===== config.mk =====
export PLATFORM = sky130hd
export DESIGN_NAME = ready_queue_scheduler
export DESIGN_NICKNAME = d
export VERILOG_FILES = /design/src/rtl/rqs_pkg.sv /design/src/rtl/rqs_store.sv /design/src/rtl/rqs_seq.sv /design/src/rtl/ready_queue_scheduler.sv
export SDC_FILE = /design/constraint.sdc
export NUM_CORES = 1
export LEC_CHECK = 0
export ABC_AREA = 0
export ABC_CLOCK_PERIOD_IN_PS = 5000
export BUFFER_PORTS_ARGS = -buffer_cell sky130_fd_sc_hd__buf_2
export CORE_UTILIZATION = 40
export DETAILED_ROUTE_END_ITERATION = 10
export MAX_ROUTING_LAYER = met4
export PLACE_DENSITY = 0.58
export SLEW_MARGIN = 20
export SYNTH_ARGS = -nofsm -noshare
export SYNTH_HDL_FRONTEND = slang
export SYNTH_SLANG_ARGS = --single-unit

===== constraint.sdc =====
create_clock -name clock -period 5 [get_ports clock]
set_input_delay 0.75 -clock clock [delete_from_list [all_inputs] [get_ports clock]]
set_output_delay 0.75 -clock clock [all_outputs]
set_load 0.01 [all_outputs]

===== src/rtl/rqs_pkg.sv =====
// ----------------------------------------------------------------------------
// rqs_pkg
// Request and response payload types, request modes and status codes of the
// ready queue scheduler.
// ----------------------------------------------------------------------------
package rqs_pkg;

   localparam int PID_W  = 8;
   localparam int QCNT_W = 5;

   typedef enum logic [1:0] {
      MODE_ADD      = 2'd0,
      MODE_REMOVE   = 2'd1,
      MODE_SCHEDULE = 2'd2,
      MODE_HEAD     = 2'd3
   } mode_type;

   typedef enum logic [1:0] {
      STATUS_OK        = 2'd0,
      STATUS_FULL      = 2'd1,
      STATUS_NOT_FOUND = 2'd2,
      STATUS_NONE      = 2'd3
   } status_type;

   typedef struct packed {
      mode_type          mode;
      logic [PID_W-1:0]  process_id;
      logic              finished;
      logic              drop;
   } req_type;

   typedef struct packed {
      status_type        status;
      logic [PID_W-1:0]  selected_id;
      logic              selected_valid;
      logic [PID_W-1:0]  preempted_id;
      logic              preempted_valid;
      logic [QCNT_W-1:0] queue_count;
   } rsp_type;

endpackage


===== src/rtl/rqs_store.sv =====
// ----------------------------------------------------------------------------
// rqs_store
// Queue entry memory: one write port, one read port, registered read data.
// ----------------------------------------------------------------------------
module rqs_store #(
   parameter int DEPTH = 16,
   parameter int WIDTH = 8,
   localparam int AW = $clog2(DEPTH)
) (
   input  logic             clock,
   input  logic             wr_en,
   input  logic [AW-1:0]    wr_addr,
   input  logic [WIDTH-1:0] wr_data,
   input  logic             rd_en,
   input  logic [AW-1:0]    rd_addr,
   output logic [WIDTH-1:0] rd_data
);

   logic [WIDTH-1:0] store_mem [DEPTH];
   logic [WIDTH-1:0] rd_data_ff;

   always_ff @(posedge clock) begin
      if (wr_en) begin
         store_mem[wr_addr] <= wr_data;
      end
      if (rd_en) begin
         rd_data_ff <= store_mem[rd_addr];
      end
   end

   assign rd_data = rd_data_ff;

endmodule


===== src/rtl/rqs_seq.sv =====
// ----------------------------------------------------------------------------
// rqs_seq
// Request sequencer: keeps head and count, walks the entry memory with
// read-modify-write steps and builds one response per request.
// ----------------------------------------------------------------------------
module rqs_seq #(
   parameter int QUEUE_DEPTH = 16,
   parameter int ID_BITS     = 8,
   localparam int IDX_W = $clog2(QUEUE_DEPTH)
) (
   input  logic                   clock,
   input  logic                   reset,
   input  logic                   req_valid,
   output logic                   req_stall,
   input  rqs_pkg::req_type       req_data,
   input  logic                   round_robin,
   output logic                   res_valid,
   output rqs_pkg::rsp_type       res_data,
   input  logic                   out_free,
   output logic                   wr_en,
   output logic [IDX_W-1:0]       wr_addr,
   output logic [ID_BITS-1:0]     wr_data,
   output logic                   rd_en,
   output logic [IDX_W-1:0]       rd_addr,
   input  logic [ID_BITS-1:0]     rd_data
);

   localparam int CNT_W = $clog2(QUEUE_DEPTH + 1);
   localparam logic [CNT_W-1:0] DEPTH_CNT = CNT_W'(QUEUE_DEPTH);

   typedef enum logic [3:0] {
      ST_IDLE,
      ST_DISPATCH,
      ST_HEAD_RD,
      ST_ROT_RD,
      ST_SEL_RD,
      ST_SCAN_RD,
      ST_SCAN_CMP,
      ST_SHIFT,
      ST_DONE
   } state_type;

   function automatic logic [IDX_W-1:0] slot_addr(input logic [IDX_W-1:0] base,
                                                   input logic [CNT_W:0]   off);
      logic [CNT_W+1:0] sum;
      sum = (CNT_W+2)'(base) + (CNT_W+2)'(off);
      if (sum >= (CNT_W+2)'(QUEUE_DEPTH)) begin
         sum = sum - (CNT_W+2)'(QUEUE_DEPTH);
      end
      return sum[IDX_W-1:0];
   endfunction

   state_type             state_ff, state_in;
   logic [IDX_W-1:0]      head_ff, head_in;
   logic [CNT_W-1:0]      count_ff, count_in;
   logic [CNT_W-1:0]      idx_ff, idx_in;
   rqs_pkg::req_type      op_ff, op_in;
   rqs_pkg::rsp_type      res_ff, res_in;

   logic [ID_BITS+rqs_pkg::PID_W-1:0]  pid_ext;
   logic [ID_BITS-1:0]                 op_id;
   logic [ID_BITS+rqs_pkg::PID_W-1:0]  rd_ext;
   logic [rqs_pkg::PID_W-1:0]          rd_pid;
   logic [CNT_W+rqs_pkg::QCNT_W-1:0]   cnt_ext;
   logic [CNT_W:0]                     cnt_x;
   logic [CNT_W:0]                     idx_x;
   logic [CNT_W:0]                     idx_p1;
   logic [CNT_W:0]                     idx_p2;
   logic [CNT_W:0]                     one_x;

   assign pid_ext = {{ID_BITS{1'b0}}, op_ff.process_id};
   assign op_id   = pid_ext[ID_BITS-1:0];
   assign rd_ext  = {{rqs_pkg::PID_W{1'b0}}, rd_data};
   assign rd_pid  = rd_ext[rqs_pkg::PID_W-1:0];
   assign cnt_ext = {{rqs_pkg::QCNT_W{1'b0}}, count_ff};
   assign cnt_x   = {1'b0, count_ff};
   assign idx_x   = {1'b0, idx_ff};
   assign idx_p1  = idx_x + (CNT_W+1)'(1);
   assign idx_p2  = idx_x + (CNT_W+1)'(2);
   assign one_x   = (CNT_W+1)'(1);

   always_comb begin
      state_in = state_ff;
      head_in  = head_ff;
      count_in = count_ff;
      idx_in   = idx_ff;
      op_in    = op_ff;
      res_in   = res_ff;
      wr_en    = 1'b0;
      wr_addr  = slot_addr(head_ff, cnt_x);
      wr_data  = op_id;
      rd_en    = 1'b0;
      rd_addr  = head_ff;
      case (state_ff)
         ST_IDLE: begin
            if (req_valid) begin
               op_in    = req_data;
               res_in   = '0;
               state_in = ST_DISPATCH;
            end
         end
         ST_DISPATCH: begin
            case (op_ff.mode)
               rqs_pkg::MODE_ADD: begin
                  if (count_ff == DEPTH_CNT) begin
                     res_in.status = rqs_pkg::STATUS_FULL;
                  end else begin
                     wr_en    = 1'b1;
                     count_in = count_ff + CNT_W'(1);
                  end
                  state_in = ST_DONE;
               end
               rqs_pkg::MODE_REMOVE: begin
                  if (count_ff == '0) begin
                     res_in.status = rqs_pkg::STATUS_NOT_FOUND;
                     state_in      = ST_DONE;
                  end else begin
                     idx_in   = '0;
                     state_in = ST_SCAN_RD;
                  end
               end
               rqs_pkg::MODE_SCHEDULE: begin
                  if (count_ff <= CNT_W'(1)) begin
                     res_in.status = rqs_pkg::STATUS_NONE;
                     state_in      = ST_DONE;
                  end else if (round_robin && !op_ff.finished) begin
                     rd_en    = 1'b1;
                     state_in = ST_ROT_RD;
                  end else begin
                     head_in  = slot_addr(head_ff, one_x);
                     count_in = count_ff - CNT_W'(1);
                     rd_en    = 1'b1;
                     rd_addr  = slot_addr(head_ff, one_x);
                     state_in = ST_SEL_RD;
                  end
               end
               rqs_pkg::MODE_HEAD: begin
                  if (count_ff == '0) begin
                     res_in.status = rqs_pkg::STATUS_NONE;
                     state_in      = ST_DONE;
                  end else begin
                     rd_en    = 1'b1;
                     state_in = ST_HEAD_RD;
                  end
               end
               default: begin
                  state_in = ST_DONE;
               end
            endcase
         end
         ST_HEAD_RD: begin
            res_in.selected_id    = rd_pid;
            res_in.selected_valid = 1'b1;
            if (op_ff.drop) begin
               head_in  = slot_addr(head_ff, one_x);
               count_in = count_ff - CNT_W'(1);
            end
            state_in = ST_DONE;
         end
         ST_ROT_RD: begin
            wr_en                  = 1'b1;
            wr_data                = rd_data;
            res_in.preempted_id    = rd_pid;
            res_in.preempted_valid = 1'b1;
            head_in                = slot_addr(head_ff, one_x);
            rd_en                  = 1'b1;
            rd_addr                = slot_addr(head_ff, one_x);
            state_in               = ST_SEL_RD;
         end
         ST_SEL_RD: begin
            res_in.selected_id    = rd_pid;
            res_in.selected_valid = 1'b1;
            state_in              = ST_DONE;
         end
         ST_SCAN_RD: begin
            rd_en    = 1'b1;
            rd_addr  = slot_addr(head_ff, idx_x);
            state_in = ST_SCAN_CMP;
         end
         ST_SCAN_CMP: begin
            rd_en   = 1'b1;
            rd_addr = slot_addr(head_ff, idx_p1);
            if (rd_data == op_id) begin
               if (idx_p1 < cnt_x) begin
                  state_in = ST_SHIFT;
               end else begin
                  count_in = count_ff - CNT_W'(1);
                  state_in = ST_DONE;
               end
            end else if (idx_p1 == cnt_x) begin
               res_in.status = rqs_pkg::STATUS_NOT_FOUND;
               state_in      = ST_DONE;
            end else begin
               idx_in = idx_p1[CNT_W-1:0];
            end
         end
         ST_SHIFT: begin
            wr_en   = 1'b1;
            wr_addr = slot_addr(head_ff, idx_x);
            wr_data = rd_data;
            idx_in  = idx_p1[CNT_W-1:0];
            if (idx_p2 < cnt_x) begin
               rd_en   = 1'b1;
               rd_addr = slot_addr(head_ff, idx_p2);
            end else begin
               count_in = count_ff - CNT_W'(1);
               state_in = ST_DONE;
            end
         end
         ST_DONE: begin
            if (out_free) begin
               state_in = ST_IDLE;
            end
         end
         default: begin
            state_in = ST_IDLE;
         end
      endcase
   end

   always_ff @(posedge clock) begin
      if (reset) begin
         state_ff <= ST_IDLE;
         head_ff  <= '0;
         count_ff <= '0;
         idx_ff   <= '0;
      end else begin
         state_ff <= state_in;
         head_ff  <= head_in;
         count_ff <= count_in;
         idx_ff   <= idx_in;
      end
      op_ff  <= op_in;
      res_ff <= res_in;
   end

   assign req_stall = (state_ff != ST_IDLE);
   assign res_valid = (state_ff == ST_DONE);

   always_comb begin
      res_data             = res_ff;
      res_data.queue_count = cnt_ext[rqs_pkg::QCNT_W-1:0];
   end

`ifndef NO_ASSERTIONS
   a_count_bound: assert property (@(posedge clock) disable iff (reset)
      count_ff <= DEPTH_CNT)
      else $error("entry count beyond queue depth");

   a_rw_disjoint: assert property (@(posedge clock) disable iff (reset)
      (wr_en && rd_en) |-> (wr_addr != rd_addr))
      else $error("read and write hit the same entry in one cycle");

   a_head_step: assert property (@(posedge clock) disable iff (reset)
      (!$past(reset) && (head_ff != $past(head_ff)))
         |-> (head_ff == slot_addr($past(head_ff), one_x)))
      else $error("head moved by other than one entry");

   a_preempt_select: assert property (@(posedge clock) disable iff (reset)
      (res_valid && res_ff.preempted_valid)
         |-> (res_ff.selected_valid && round_robin
              && (op_ff.mode == rqs_pkg::MODE_SCHEDULE)))
      else $error("preemption reported without a rotation");
`endif

endmodule


===== src/rtl/ready_queue_scheduler.sv =====
// ----------------------------------------------------------------------------
// ready_queue_scheduler
// Ready queue of process identifiers with add, remove, schedule and head read.
// ----------------------------------------------------------------------------
// Handles one request at a time; the entries sit in a single-port-read,
// single-port-write memory and every request gives exactly one response,
// held in an output register so the next request may transfer while the
// previous response is stalled. A rotating schedule copies the head entry
// to the tail before it selects the next entry; a head read or schedule
// that finds nothing to return does not touch the entry memory. A remove
// reads the queue from the head one entry per cycle until it finds the
// identifier, then moves each entry behind it up by one, one entry per
// cycle, as the entry memory has one read and one write port; an empty
// queue gives not found without any read of the memory. The memory needs
// no clearing after reset. Write the round-robin register only while no
// request is in flight.
module ready_queue_scheduler #(
   parameter int QUEUE_DEPTH = 16,
   parameter int ID_BITS     = 8
) (
   input  logic              clock,
   input  logic              reset,
   input  logic              req_valid,
   output logic              req_stall,
   input  rqs_pkg::req_type  req_data,
   output logic              rsp_valid,
   input  logic              rsp_stall,
   output rqs_pkg::rsp_type  rsp_data,
   input  logic              csr_valid,
   output logic              csr_ready,
   input  logic              csr_data
);

   localparam int IDX_W = $clog2(QUEUE_DEPTH);

   logic                   round_robin_ff;
   logic                   rsp_valid_ff;
   rqs_pkg::rsp_type       rsp_data_ff;
   logic                   res_valid;
   rqs_pkg::rsp_type       res_data;
   logic                   out_free;
   logic                   wr_en;
   logic [IDX_W-1:0]       wr_addr;
   logic [ID_BITS-1:0]     wr_data;
   logic                   rd_en;
   logic [IDX_W-1:0]       rd_addr;
   logic [ID_BITS-1:0]     rd_data;

   assign out_free  = !rsp_valid_ff || !rsp_stall;
   assign csr_ready = 1'b1;

   rqs_seq #(
      .QUEUE_DEPTH (QUEUE_DEPTH),
      .ID_BITS     (ID_BITS)
   ) u_seq (
      .clock       (clock),
      .reset       (reset),
      .req_valid   (req_valid),
      .req_stall   (req_stall),
      .req_data    (req_data),
      .round_robin (round_robin_ff),
      .res_valid   (res_valid),
      .res_data    (res_data),
      .out_free    (out_free),
      .wr_en       (wr_en),
      .wr_addr     (wr_addr),
      .wr_data     (wr_data),
      .rd_en       (rd_en),
      .rd_addr     (rd_addr),
      .rd_data     (rd_data)
   );

   rqs_store #(
      .DEPTH (QUEUE_DEPTH),
      .WIDTH (ID_BITS)
   ) u_store (
      .clock   (clock),
      .wr_en   (wr_en),
      .wr_addr (wr_addr),
      .wr_data (wr_data),
      .rd_en   (rd_en),
      .rd_addr (rd_addr),
      .rd_data (rd_data)
   );

   always_ff @(posedge clock) begin
      if (reset) begin
         round_robin_ff <= 1'b0;
         rsp_valid_ff   <= 1'b0;
      end else begin
         if (csr_valid) begin
            round_robin_ff <= csr_data;
         end
         if (res_valid && out_free) begin
            rsp_valid_ff <= 1'b1;
         end else if (!rsp_stall) begin
            rsp_valid_ff <= 1'b0;
         end
      end
   end

   always_ff @(posedge clock) begin
      if (res_valid && out_free) begin
         rsp_data_ff <= res_data;
      end
   end

   assign rsp_valid = rsp_valid_ff;
   assign rsp_data  = rsp_data_ff;

endmodule

==> flow_metrics.env <==
export IMPL_status="finished, final reports clean"
export IMPL_drc=0
export IMPL_routed_wl_um=23090
export IMPL_wire_per_inst_um=20.74
export IMPL_synth_cells=726
export IMPL_coreArea_um2=24320
export IMPL_antenna_found_initial=0
export IMPL_grt_max_degree=34
export IMPL_hold_viol=0
export IMPL_io_buffers=44
export IMPL_start_util_pct=40.83
export IMPL_synth_cell_types=73
export IMPL_grt_util_all_layers_pct=18.84
export IMPL_min_period_ns=4.113
export IMPL_path_max_fanout=27
export IMPL_clockRootBuffer="clkbuf_16"
export IMPL_synth_area_top_cells="edfxtp_1, mux2_2, dfxtp_1, ha_1, xnor2_1"
export IMPL_fin_crit_sh_pct=82.26
export IMPL_postRouteAntennaNets=0
export IMPL_routed_via_count=6107
export IMPL_dp_final_hpwl_um=16250
export IMPL_final_util_pct=46.04
export IMPL_synth_warnings=0
export IMPL_final_instance_count_excl_fill=1113
export IMPL_place_congestion=0.9256
export IMPL_numCtsBuffers=23
export IMPL_power_mw=4.806
export IMPL_arrival_ns=4.50
export IMPL_fmax_ghz=0.2431
export IMPL_yosysTopAreaCellShare_pct=58.36
export IMPL_clkTransAtPathRegs_ns=0.06
export IMPL_reg2reg_depth=8
export IMPL_holdPathStages=1
export IMPL_hp_class="in -> reg"
export IMPL_dp_cells=1072
export IMPL_synth_edf_count=193
export IMPL_power_per_cell_area_nw_per_um2=429.3
export IMPL_htreeDepth=1
export IMPL_synth_seq_area_share_pct=62.39
export IMPL_ir_drop_mv=0.2228
export IMPL_synth_nets=775
export IMPL_die_w_um=159.6
export IMPL_nets=822
export IMPL_worst_pin_slew_ns=1.065
export IMPL_fillCellCount=2154
export IMPL_first_pass_iters=5
export IMPL_synth_top_area_cell="edfxtp_1"
export IMPL_slew_headroom_pct=28.73
export IMPL_r2r_slack_ns=0.89
export IMPL_postCtsSetupRepairBufs=0
export IMPL_avgSynthCellArea_um2=13.68
export IMPL_skew_ns=0.01755
export IMPL_switching_share_pct=27.74
export IMPL_final_cell_mix="edfxtp_1, mux2_2, nor2_1"
export IMPL_antenna_cells=0
export IMPL_tritoncts="built"
export IMPL_clock_latency_ns=0.52
export IMPL_finalSetupViolations=0
export IMPL_io_pins=46
export IMPL_start_kind="flop"
export IMPL_endpoint_kind="flop"
export IMPL_whs_ns=0.4000
export IMPL_hold_buffers=0
export IMPL_grt_pass1_vias=6038
export IMPL_finalMaxSlewViolations=0
export IMPL_maxCapViolations=0
export IMPL_p_leak_nw=3.913
export IMPL_die_h_um=159.6
export IMPL_cts_resized=0
export IMPL_fin_setup_tns_ns=0
export IMPL_row_count=57
export IMPL_postSynthRegisterBits=213
export IMPL_drt_iter0_markers=442
export IMPL_combPwrFrac_pct=20.2
export IMPL_netlist_area_um2=9931
export IMPL_cts_sinks=213
export IMPL_ys_flop_type="edfxtp_1"
export IMPL_areaGrowthSynthToFinish_pct=12.75
export IMPL_grt_ovfl_total=0
export IMPL_p_clk_share_pct=33.8
export IMPL_via_per_inst=5.487
export IMPL_p_seq_share_pct=46.0
export IMPL_critPathRequiredTime_ns=5.38
export IMPL_grt_pass1_wl_um=35650
export IMPL_rsz0062_at_grt="false"
export IMPL_p_switching_mw=1.333
export IMPL_drive_gt1_share_pct=19.90
export IMPL_p_int_mw=3.473
export IMPL_synthArstFlopShare_pct=0
export IMPL_die_area_um2=25460
export IMPL_final_common_cell="edfxtp_1"
export IMPL_worstSetupPathType="reg -> reg"
export IMPL_cts_path_max_buffers=3
[layer usage]
layer / vias to the layer above / share of wire, % / track usage, %
met4: 0 / 2.1 / 5.288
li1: 2874 / - / -
met3: 37 / 5.5 / 2.475
met1: 2989 / 45 / 24.53
met2: 207 / 47 / 30.87
met5: - / 0 / -
[registers in the layout (all words and copies together) (netlist names)]
signal / flops
round_robin_ff: 1
rsp_data: 25
rsp_valid: 1
u_seq.count_ff: 5
u_seq.head_ff: 4
u_seq.idx_ff: 5
u_seq.op_ff: 4
u_seq.op_id: 8
u_seq.res_data: 20
u_seq.state_ff: 4
u_store.rd_data: 8
u_store.store_mem: 128
[critical path: stages, from the launching register on]
cell	delay (ns)
dfxtp_1	0.55
nor2b_1	0.60
nand3_1	0.46
a31oi_1	0.35
nand3b_1	0.43
nand2_4	0.36
nor4_2	0.83
a22oi_1	0.23
nand4b_1	0.16
[logic make-up (layout without fill, tap and decap cells)]
| kind of cell | after synthesis | in the layout | synth area share (%) |
|---|---|---|---|
| flops | 213 | 213 | 62.39 |
| simple gates | 199 | 199 | 10.82 |
| compound gates | 133 | 133 | 9.412 |
| mux | 70 | 70 | 8.026 |
| buf+inv | 44 | 107 | 2.016 |
| xor+xnor | 35 | 35 | 3.087 |
| fa+ha+maj | 31 | 31 | 4.208 |
| other cells | 1 | 1 | 0.03776 |
[Yosys cell counts, drive strengths merged, types with 10 or more instances]
cell type,instances
and3,10
o21ai,34
mux2,65
nor2,53
inv,17
nor3,10
nand2,33
edfxtp,193
xnor2,27
a21oi,25
buf,15
clkbuf,12
nand3,27
a22oi,25
dfxtp,20
and2,10
ha,27
[power by group through the flow]
stage / sequential, mW / combinational [mW] / clock (mW)
after floorplan: 2.22 / 0.716 / 0
after global placement: 2.24 / 0.952 / 0
after detailed placement: 2.25 / 0.970 / 0
after CTS: 2.21 / 0.975 / 1.66
after global routing: 2.22 / 1.06 / 1.73
final: 2.21 / 0.973 / 1.62
[worst paths after layout]
kind,start,end
hold reg to reg,u_seq.res_data[6],rsp_data[6]
setup reg to reg,u_seq.state_ff[3],u_store.rd_data[3]
setup / recovery,u_seq.state_ff[3],u_store.rd_data[3]
hold / removal,req_data[5],u_seq.op_id[3]
[area by class of cell]
cell class	count	area (um^2)	share of cell area, %
clock buffer	33	613.1	5.475
sequential	213	6196	55.34
inverter	17	63.81	0.5699
multi-input combinational	469	3546	31.67
timing repair buffer	49	270.3	2.414
tap	324	405.4	3.621
clock inverter	8	102.6	0.9163
[per-stage QoR]
| step | setup slack, ns | cell area [um^2] |
|---|---|---|
| 6_report | 0.8872 | 11200 |
| 2_1_floorplan | 1.571 | 9931 |
| 3_5_place_dp | 0.9686 | 10480 |
| 4_1_cts | 0.9766 | 11200 |
| 5_1_grt | 0.5010 | 11200 |
| 3_3_place_gp | 0.9740 | 10480 |
No activity file was read; power rests on OpenSTA's default activity.
